[src/hdl/wts_pkg.sv]
// windowed track speed: shared constants and payload types
// no dependencies

package wts_pkg;

  localparam int WindowDepth = 1024;
  localparam int WinAw = $clog2(WindowDepth);
  localparam int CountW = WinAw + 1;
  localparam int FrameW = 31;
  localparam int PosW = 16;
  localparam int SpeedW = 24;
  localparam int SumW = SpeedW + CountW;
  localparam int RegW = 16;
  localparam int RegIdxW = 1;

  localparam logic [RegIdxW-1:0] RegScale = 1'b0;
  localparam logic [RegIdxW-1:0] RegRate = 1'b1;

  localparam logic [RegW-1:0] ScaleReset = 16'd256;
  localparam logic [SpeedW-1:0] SpeedMax = {SpeedW{1'b1}};

  typedef struct packed {
    logic [FrameW-1:0] frame_number;
    logic [PosW-1:0] pos_x;
    logic [PosW-1:0] pos_y;
    logic point_lost;
  } in_beat_t;

  typedef struct packed {
    logic [FrameW-1:0] out_frame;
    logic [SpeedW-1:0] smoothed_speed;
  } out_beat_t;

  typedef struct packed {
    logic [FrameW-1:0] frame;
    logic [SpeedW-1:0] speed;
  } win_entry_t;

  // control from the sequencer to the shared divider
  typedef struct packed {
    logic start;
    logic [63:0] num;
    logic [63:0] den;
  } div_req_t;

  typedef struct packed {
    logic busy;
    logic done;
    logic [63:0] quo;
  } div_rsp_t;

endpackage

[src/hdl/wts_div.sv]
// windowed track speed: radix-2 restoring divider, one bit per cycle
// depends on wts_pkg

module wts_div (
  input  logic clk,
  input  logic rst,
  input  wts_pkg::div_req_t req,
  output wts_pkg::div_rsp_t rsp
);

  logic [63:0] quo;
  logic [63:0] den;
  logic [63:0] rem;
  logic [6:0] cnt;
  logic busy;
  logic done;
  logic [64:0] trial;
  logic [63:0] rem_sh;

  assign rem_sh = {rem[62:0], quo[63]};
  assign trial = {1'b0, rem_sh} - {1'b0, den};

  always_ff @(posedge clk) begin
    if (rst) begin
      busy <= 1'b0;
      done <= 1'b0;
      cnt <= '0;
    end else begin
      done <= 1'b0;
      if (req.start) begin
        busy <= 1'b1;
        cnt <= 7'd64;
        quo <= req.num;
        den <= req.den;
        rem <= '0;
      end else if (busy) begin
        if (!trial[64]) begin
          rem <= trial[63:0];
          quo <= {quo[62:0], 1'b1};
        end else begin
          rem <= rem_sh;
          quo <= {quo[62:0], 1'b0};
        end
        cnt <= cnt - 7'd1;
        if (cnt == 7'd1) begin
          busy <= 1'b0;
          done <= 1'b1;
        end
      end
    end
  end

  assign rsp.busy = busy;
  assign rsp.done = done;
  assign rsp.quo = quo;

endmodule

[config.mk]
export PLATFORM = sky130hd
export DESIGN_NAME = wts_div
export DESIGN_NICKNAME = d
export VERILOG_FILES = /design/src/hdl/wts_pkg.sv /design/src/hdl/wts_div.sv
export SDC_FILE = /design/constraint.sdc
export NUM_CORES = 1
export LEC_CHECK = 0
export BUFFER_PORTS_ARGS = -buffer_cell sky130_fd_sc_hd__buf_2
export CORE_ASPECT_RATIO = 1.2
export CORE_MARGIN = 2
export CORE_UTILIZATION = 45
export DETAILED_ROUTE_END_ITERATION = 7
export GPL_TIMING_DRIVEN = 0
export PLACE_DENSITY = 0.63
export SYNTH_ARGS = -nofsm -noshare
export SYNTH_HDL_FRONTEND = slang
export SYNTH_SLANG_ARGS = --single-unit
[constraint.sdc]
create_clock -name clk -period 18.5 [get_ports clk]
set_input_delay 0.925 -clock clk [delete_from_list [all_inputs] [get_ports clk]]
set_output_delay 0.925 -clock clk [all_outputs]
set_load 0.02 [all_outputs]
==> summary.txt, run 1 <==
Logic synthesis
  – Number of enable flip-flop cells after synthesis: 191
  – Mapped Cells: 1126
  – Predominant post-synthesis flop cell: sky130_fd_sc_hd__edfxtp_1
  – Syn nets: 1324
  – Mapped Area: 11880 um2
  – Synthesized flop and latch total: 200
  – Number of warnings printed during yosys synthesis: 0
  – Post-synth ARST share: 0%
  – Average cell area after synthesis: 10.55 um2
  – Sequential fraction of the synthesis area: 49.79%
  – Netlist cell types: 69

Job
  – Max-cap viol count: 0

Timing
  – Min Clock Period, post-route: 4.040 ns
  – Actual transition at the worst max-transition pin: 0.9865 ns
  – Max Transition Viols Final: 0
  – Headroom to the max-slew limit: 32.54%
  – Clock Skews: 0.02099 ns
  – Final Hold Viols: 0
  – Setup violators final: 0
  – Maximum clock rate: 247.5 MHz
  – Unrepaired setup endpoints after global routing: no
  – Final period util: 21.84%
  – Accumulated negative setup slack: 0 ns

Finish
  – Syn-to-layout area delta: 18.41%
  – Fraction of layout instances using a drive strength above 1: 24.85%
  – Final antenna diode count: 0
  – Register area: 5916 um2
  – Multi-input combinational cell area: 5385 um2
  – Final cell count without fillers: 1695
  – Count of nets after finishing: 1545
  – Fillers: 2351

Place
  – Number of buffers inserted by port buffering: 195
  – # placed instances: 1663
  – RePlAce Congestion: 0.9262
  – Placed wire-length estimate after detailed placement: 23320 um

Hold path
  – Class of the tightest hold or removal check: reg2reg
  – Hold Startpoint: cnt[1]

Worst setup path
  – Worst setup EP type: flop
  – Required time at the worst-slack endpoint: 18.76 ns
  – Critical Path AT: 4.30 ns
  – Startpoint of the lowest-slack register-to-register path: quo[63]
  – CP max FO: 10
  – Worst setup path category: reg2reg
  – Beginning of the critical path: quo[63]
  – Kind of launch point of the worst setup path: flop

Clock tree
  – Count of instances resized after the clock tree is built: 0
  – Clock Tree Root: sky130_fd_sc_hd__clkbuf_16
  – Number of buffers created by CTS: 17
  – Clk Latency, worst-skew pair: 0.46 ns
  – Number of hold buffers added after CTS: 0
  – CTS H-Tree Depth: 4
  – CTS tree: yes
  – Clk pin slew, worst setup/hold paths: 0.08 ns
  – Bufs on Longest Clock Path: 2
  – Number of sinks handled by clock tree synthesis: 200
  – Post-CTS setup buffer count: 0

Floorplan
  – Horizontal die dimension: 152.3 um
  – Core Region: 26110 um2
  – IO Pins: 197
  – Standard-cell rows: 65
  – Initial cell density of the core: 45.51%
  – Die H: 182.0 um
  – Die Area: 27720 um2

Power and ir drop
  – VDD IR-drop max: 0.00005239 V
  – Leakage Power: 5.826 nW
  – Ratio of total power to cell area: 92.81 nW/um2

Status
  – Run status: finished, final reports clean

Drt
  – DR vias: 9318
  – Final ANT Viol Nets: 0
  – Residual DRC count: 0
  – Number of optimization iterations in the first detailed-route pass: 6
  – Initial detailed-routing violation count: 504
  – Routed via count divided by cell count: 5.497
  – Routed len/inst: 18.12 um
  – DRT Wirelength: 30710 um

GRT
  – Overall Global Routing Usage: 22.30%
  – Initial antenna violation count: 0
  – Global-route wire length before repair: 49000 um
  – Number of global-route vias before repair: 9547
  – Global-route congestion overflow total: 0
  – Pin count of the biggest net entering global routing: 34
==> critical path, stage by stage, from the launching register on <==
cell	delay, ns
sky130_fd_sc_hd__edfxtp_1	0.38
sky130_fd_sc_hd__inv_1	0.06
sky130_fd_sc_hd__ha_1	0.22
sky130_fd_sc_hd__fa_1	0.38
sky130_fd_sc_hd__nand2b_1	0.20
sky130_fd_sc_hd__a21oi_2	0.22
sky130_fd_sc_hd__nor2_1	0.10
sky130_fd_sc_hd__o41ai_4	0.58
sky130_fd_sc_hd__o2111ai_2	0.30
sky130_fd_sc_hd__a2111oi_2	0.44
sky130_fd_sc_hd__or2_1	0.20
sky130_fd_sc_hd__buf_6	0.15
sky130_fd_sc_hd__buf_4	0.24
sky130_fd_sc_hd__nor2_1	0.09
sky130_fd_sc_hd__a211oi_2	0.28
==> final timing paths <==
kind | cells past startpoint | end | slack [ns]
worst max register to register | 14 | rem[46] | 14.46
worst max-delay path | 14 | rem[46] | 14.46
worst min-delay path | 2 | cnt[1] | 0.51
worst min register to register | 2 | cnt[1] | 0.51
==> metal layers <==
metal / up-vias / global-route usage [%] / routed length, um
li1: 4567 / - / -
met4: 0 / 8.075 / 864
met2: 296 / 38.47 / 15100
met5: - / 0 / 0
met3: 56 / 6.372 / 2000
met1: 4399 / 26.58 / 12750
==> cells in the mapped netlist (all sizes together), types with 20 or more instances <==
cell | count | area [um2]
nor2 | 58 | 222.7
edfxtp | 191 | 5736
xor2 | 30 | 262.8
clkbuf | 45 | 168.9
xnor2 | 24 | 210.2
nand3 | 23 | 115.1
nand2 | 133 | 499.2
ha | 66 | 825.8
a21oi | 115 | 579.3
mux2 | 65 | 732.0
a21o | 31 | 232.7
a211oi | 20 | 195.2
nand4 | 20 | 125.1
inv | 86 | 322.8
o21ai | 46 | 230.2
==> metrics by stage <==
stage	power [mW]	instance area, um2	worst slack, ns	hold slack (ns)	util [%]
after floorplan	0.8195	11880	10.89	0.4685	-
after global placement	0.9154	13280	7.474	0.4785	50.85
after detailed placement	0.9194	13450	14.48	0.4985	51.53
after CTS	1.315	14070	14.44	0.5105	53.88
after global routing	1.375	14070	14.24	0.5472	53.88
final	1.306	14070	14.46	0.5123	53.88
==> where the power goes <==
part           switching [mW]  internal (mW)  total, mW
clock network           0.187          0.206      0.393
registers              0.0165          0.541      0.557
logic                   0.217          0.138      0.355
==> registers in the layout, indices dropped and copies added, names as in the netlist <==
name,flops
quo,64
done,1
den,64
cnt,7
busy,1
rem,63
==> cells in the final DEF, fill, tap and decap left out, types with 17 or more instances in the layout <==
cell                          n
sky130_fd_sc_hd__a21oi_1    114
sky130_fd_sc_hd__mux2_2      65
sky130_fd_sc_hd__edfxtp_1   191
sky130_fd_sc_hd__o21ai_0     43
sky130_fd_sc_hd__a21o_1      31
sky130_fd_sc_hd__xnor2_1     24
sky130_fd_sc_hd__nand4_1     20
sky130_fd_sc_hd__ha_1        66
sky130_fd_sc_hd__buf_2      202
sky130_fd_sc_hd__clkbuf_16   17
sky130_fd_sc_hd__xor2_1      30
sky130_fd_sc_hd__nor2_1      54
sky130_fd_sc_hd__inv_1       86
sky130_fd_sc_hd__clkbuf_1    45
sky130_fd_sc_hd__nand2_1    133
sky130_fd_sc_hd__nand3_1     23
==> kinds of logic (layout without fill, tap and decap cells) <==
| kind of cell | after synthesis | count (layout) | share of synthesized area [%] |
|---|---|---|---|
| simple gates | 296 | 296 | 11.50 |
| compound gates | 294 | 294 | 16.19 |
| flops | 200 | 200 | 49.79 |
| buf+inv | 147 | 381 | 5.003 |
| mux | 68 | 68 | 6.414 |
| fa+ha+maj | 67 | 67 | 7.120 |
| xor+xnor | 54 | 54 | 3.981 |
==> final cells by class <==
type | count | share of cell area, %
Sequential cell | 200 | 42.05
Tap cell | 335 | 2.980
Clock buffer | 17 | 3.024
Inverter | 87 | 2.321
Buffer | 60 | 1.903
Multi-Input combinational cell | 779 | 38.28
Timing Repair Buffer | 202 | 8.094
Clock inverter | 15 | 1.343
(Power assumes the default switching activity.)
==> run 2: changes to the inputs <==
--- a/config.mk
+++ b/config.mk
@@ -11,7 +11,7 @@
 export CORE_UTILIZATION = 45
 export DETAILED_ROUTE_END_ITERATION = 7
 export GPL_TIMING_DRIVEN = 0
-export PLACE_DENSITY = 0.63
+export PLACE_DENSITY = 0.66
 export SYNTH_ARGS = -nofsm -noshare
 export SYNTH_HDL_FRONTEND = slang
 export SYNTH_SLANG_ARGS = --single-unit
==> constraint.sdc (replaced) <==
create_clock -name clk -period 3.51 [get_ports clk]
set_input_delay 0.1755 -clock clk [delete_from_list [all_inputs] [get_ports clk]]
set_output_delay 0.1755 -clock clk [all_outputs]
set_load 0.02 [all_outputs]
==> run 2 against run 1 <==
  * Hold slack worse by 0.49 ns
  * Routed wire length is 2.7% higher
  * Clock power grew to 4.8 times the previous value
  * Clock-buffer cell count is 1 higher
  * Critical path depth is 2 lower
  * Register-to-register slack worse by 14 ns
  * Sequential power grew to 5.3 times the previous value
  * Cell count is 3.8% higher
  * Global-route usage is 0.56 points higher
  * Critical endpoint unchanged
  * Largest cell class unchanged
  * Largest power group unchanged
  * Highest routed layer unchanged
==> summary.txt, run 2 (synthesis results as in run 1) <==
Timing
  – Final period util: 97.78%
  – Headroom to the max-slew limit: 34.13%
  – Setup violators final: 0
  – Unrepaired setup endpoints after global routing: yes
  – Maximum clock rate: 291.4 MHz
  – Actual transition at the worst max-transition pin: 0.9881 ns
  – Min Clock Period, post-route: 3.432 ns
  – Final Hold Viols: 0
  – Max Transition Viols Final: 0
  – Clock Skews: 0.02348 ns

Worst setup path
  – Beginning of the critical path: rem[7]
  – Kind of launch point of the worst setup path: flop
  – Critical Path AT: 3.70 ns
  – Worst setup EP type: flop
  – Worst setup path category: reg2reg
  – FF-to-FF path depth: 12
  – Startpoint of the lowest-slack register-to-register path: rem[7]
  – Required time at the worst-slack endpoint: 3.78 ns
  – CP max FO: 10

Floorplan
  – Die H: 182.0 um
  – IO Pins: 197
  – Core Region: 26110 um2
  – Die Area: 27720 um2
  – Initial cell density of the core: 45.51%
  – Horizontal die dimension: 152.3 um
  – Standard-cell rows: 65

Finish
  – Final cell count without fillers: 1760
  – Most common library cell in the layout ignoring fill and taps: sky130_fd_sc_hd__buf_2
  – Fraction of layout instances using a drive strength above 1: 25.75%
  – Leading cell types in the layout, fill and taps excluded: 196 x sky130_fd_sc_hd__buf_2, 191 x sky130_fd_sc_hd__edfxtp_1, 131 x sky130_fd_sc_hd__nand2_1, 111 x sky130_fd_sc_hd__a21oi_1, 86 x sky130_fd_sc_hd__inv_1
  – Utilization after layout: 57.01%
  – Largest registers: den x64, quo x64, rem x63
  – Final antenna diode count: 0
  – Count of nets after finishing: 1610
  – Syn-to-layout area delta: 25.28%

Power and ir drop
  – Clock power frac: 27.3%
  – VDD IR-drop max: 0.0003055 V
  – Ratio of total power to cell area: 459.6 nW/um2
  – Switching power of the nets: 2.237 mW
  – Sw frac: 32.70%
  – Internal Dissipation: 4.603 mW
  – Leakage Power: 6.121 nW
  – Portion of total power attributed to combinational logic: 29.6%
  – Share of power burned in registers: 43.0%
  – Pwr Total: 6.840 mW

Place
  – Number of buffers inserted by port buffering: 195
  – Placed wire-length estimate after detailed placement: 23320 um
  – RePlAce Congestion: 0.9396
  – # placed instances: 1662

GRT
  – Global-route congestion overflow total: 0
  – Overall Global Routing Usage: 22.86%
  – Initial antenna violation count: 2
  – Pin count of the biggest net entering global routing: 35
  – Global-route wire length before repair: 50230 um
  – Number of global-route vias before repair: 9840

Drt
  – Routed len/inst: 17.92 um
  – Number of optimization iterations in the first detailed-route pass: 7
  – Routed via count divided by cell count: 5.472
  – Residual DRC count: 0
  – DR vias: 9631
  – Final ANT Viol Nets: 0
  – DRT Wirelength: 31540 um
  – Initial detailed-routing violation count: 535

Clock tree
  – Clk pin slew, worst setup/hold paths: 0.08 ns
  – Bufs on Longest Clock Path: 2
  – Number of buffers created by CTS: 17
  – Clock Tree Root: sky130_fd_sc_hd__clkbuf_16
  – CTS tree: yes
  – Clk Latency, worst-skew pair: 0.46 ns
  – Number of sinks handled by clock tree synthesis: 200
  – CTS H-Tree Depth: 4

Status
  – Run status: finished, final reports clean

Hold path
  – Worst hold stages: 2
  – Class of the tightest hold or removal check: in2reg
  – Hold Startpoint: req[119]

Job
  – Max-cap viol count: 0
-- run 2: cell types whose count changed in the layout (fill, tap and decap cells not counted), sizes merged --
| cell | delta |
|---|---|
| dlygate4sd3 | +65 |
| buf | +6 |
| clkbuf | -5 |
| inv | -4 |
| clkinvlp | +3 |
| bufinv | -2 |
| clkinv | +2 |
-- run 2: layout make-up --
type | count | area (um2)
fill | 2289 | 11220
clock inverter | 14 | 102.6
clock buffer | 18 | 429.2
timing repair buffer | 276 | 1849
tap | 335 | 419.2
sequential | 200 | 5916
buffer | 51 | 270.3
inverter | 87 | 326.6
multi-input combinational | 779 | 5570
-- run 2: final timing paths --
check / endpoint / slack [ns]
setup / recovery: rem[46] / 0.08
hold / removal: quo[55] / 0.02
setup reg to reg: rem[46] / 0.08
hold reg to reg: cnt[1] / 0.52
-- run 2: what timing repair did --
action / CTS / global route
gates resized for setup: 16 / 39
hold endpoints to repair: 65 / 0
setup endpoints to repair: 64 / 59
pin swaps: 4 / 13
setup buffers: 4 / 6
hold buffers: 65 / 0
gates cloned: 0 / 0
-- run 2: worst max-delay path, cell delays in order, from the launching register on --
cell,delay (ns)
sky130_fd_sc_hd__edfxtp_1,0.44
sky130_fd_sc_hd__ha_4,0.33
sky130_fd_sc_hd__nand2_2,0.06
sky130_fd_sc_hd__or3_4,0.40
sky130_fd_sc_hd__o41ai_4,0.34
sky130_fd_sc_hd__buf_6,0.17
sky130_fd_sc_hd__o2111ai_4,0.14
sky130_fd_sc_hd__a2111oi_4,0.47
sky130_fd_sc_hd__or2_1,0.21
sky130_fd_sc_hd__buf_6,0.15
sky130_fd_sc_hd__buf_4,0.22
sky130_fd_sc_hd__nor2_1,0.08
sky130_fd_sc_hd__a211oi_2,0.24
-- run 2: power groups by stage --
stage | Combinational [mW] | Clock [mW] | Sequential (mW)
6_report | 2.03 | 1.87 | 2.94
5_1_grt | 2.23 | 1.98 | 2.96
4_1_cts | 1.95 | 1.91 | 2.94
3_5_place_dp | 1.84 | 0 | 2.99
3_3_place_gp | 1.80 | 0 | 3.00
2_1_floorplan | 1.28 | 0 | 3.03
-- run 2: layer usage --
layer / vias to the layer above / wire length, um / track usage [%]
met1: 4560 / 13000 / 27.39
met2: 319 / 15620 / 40.25
met5: - / 0 / 0
li1: 4703 / - / -
met3: 49 / 2179 / 5.370
met4: 0 / 736 / 8.037
-- run 2: stage by stage --
| step | setup TNS, ns | hold WS [ns] | setup WS (ns) | cell area, um2 |
|---|---|---|---|---|
| final | 0 | 0.02024 | 0.07785 | 14880 |
| after global routing | -0.04934 | 0.004837 | -0.01657 | 14880 |
| after CTS | 0 | 0.0008574 | 0.006487 | 14730 |
| after detailed placement | -27.31 | 0.3536 | -0.5018 | 13420 |
| after global placement | -247.88 | 0.3528 | -1.364 | 13290 |
| after floorplan | 0 | 0.2446 | 0.03764 | 11890 |
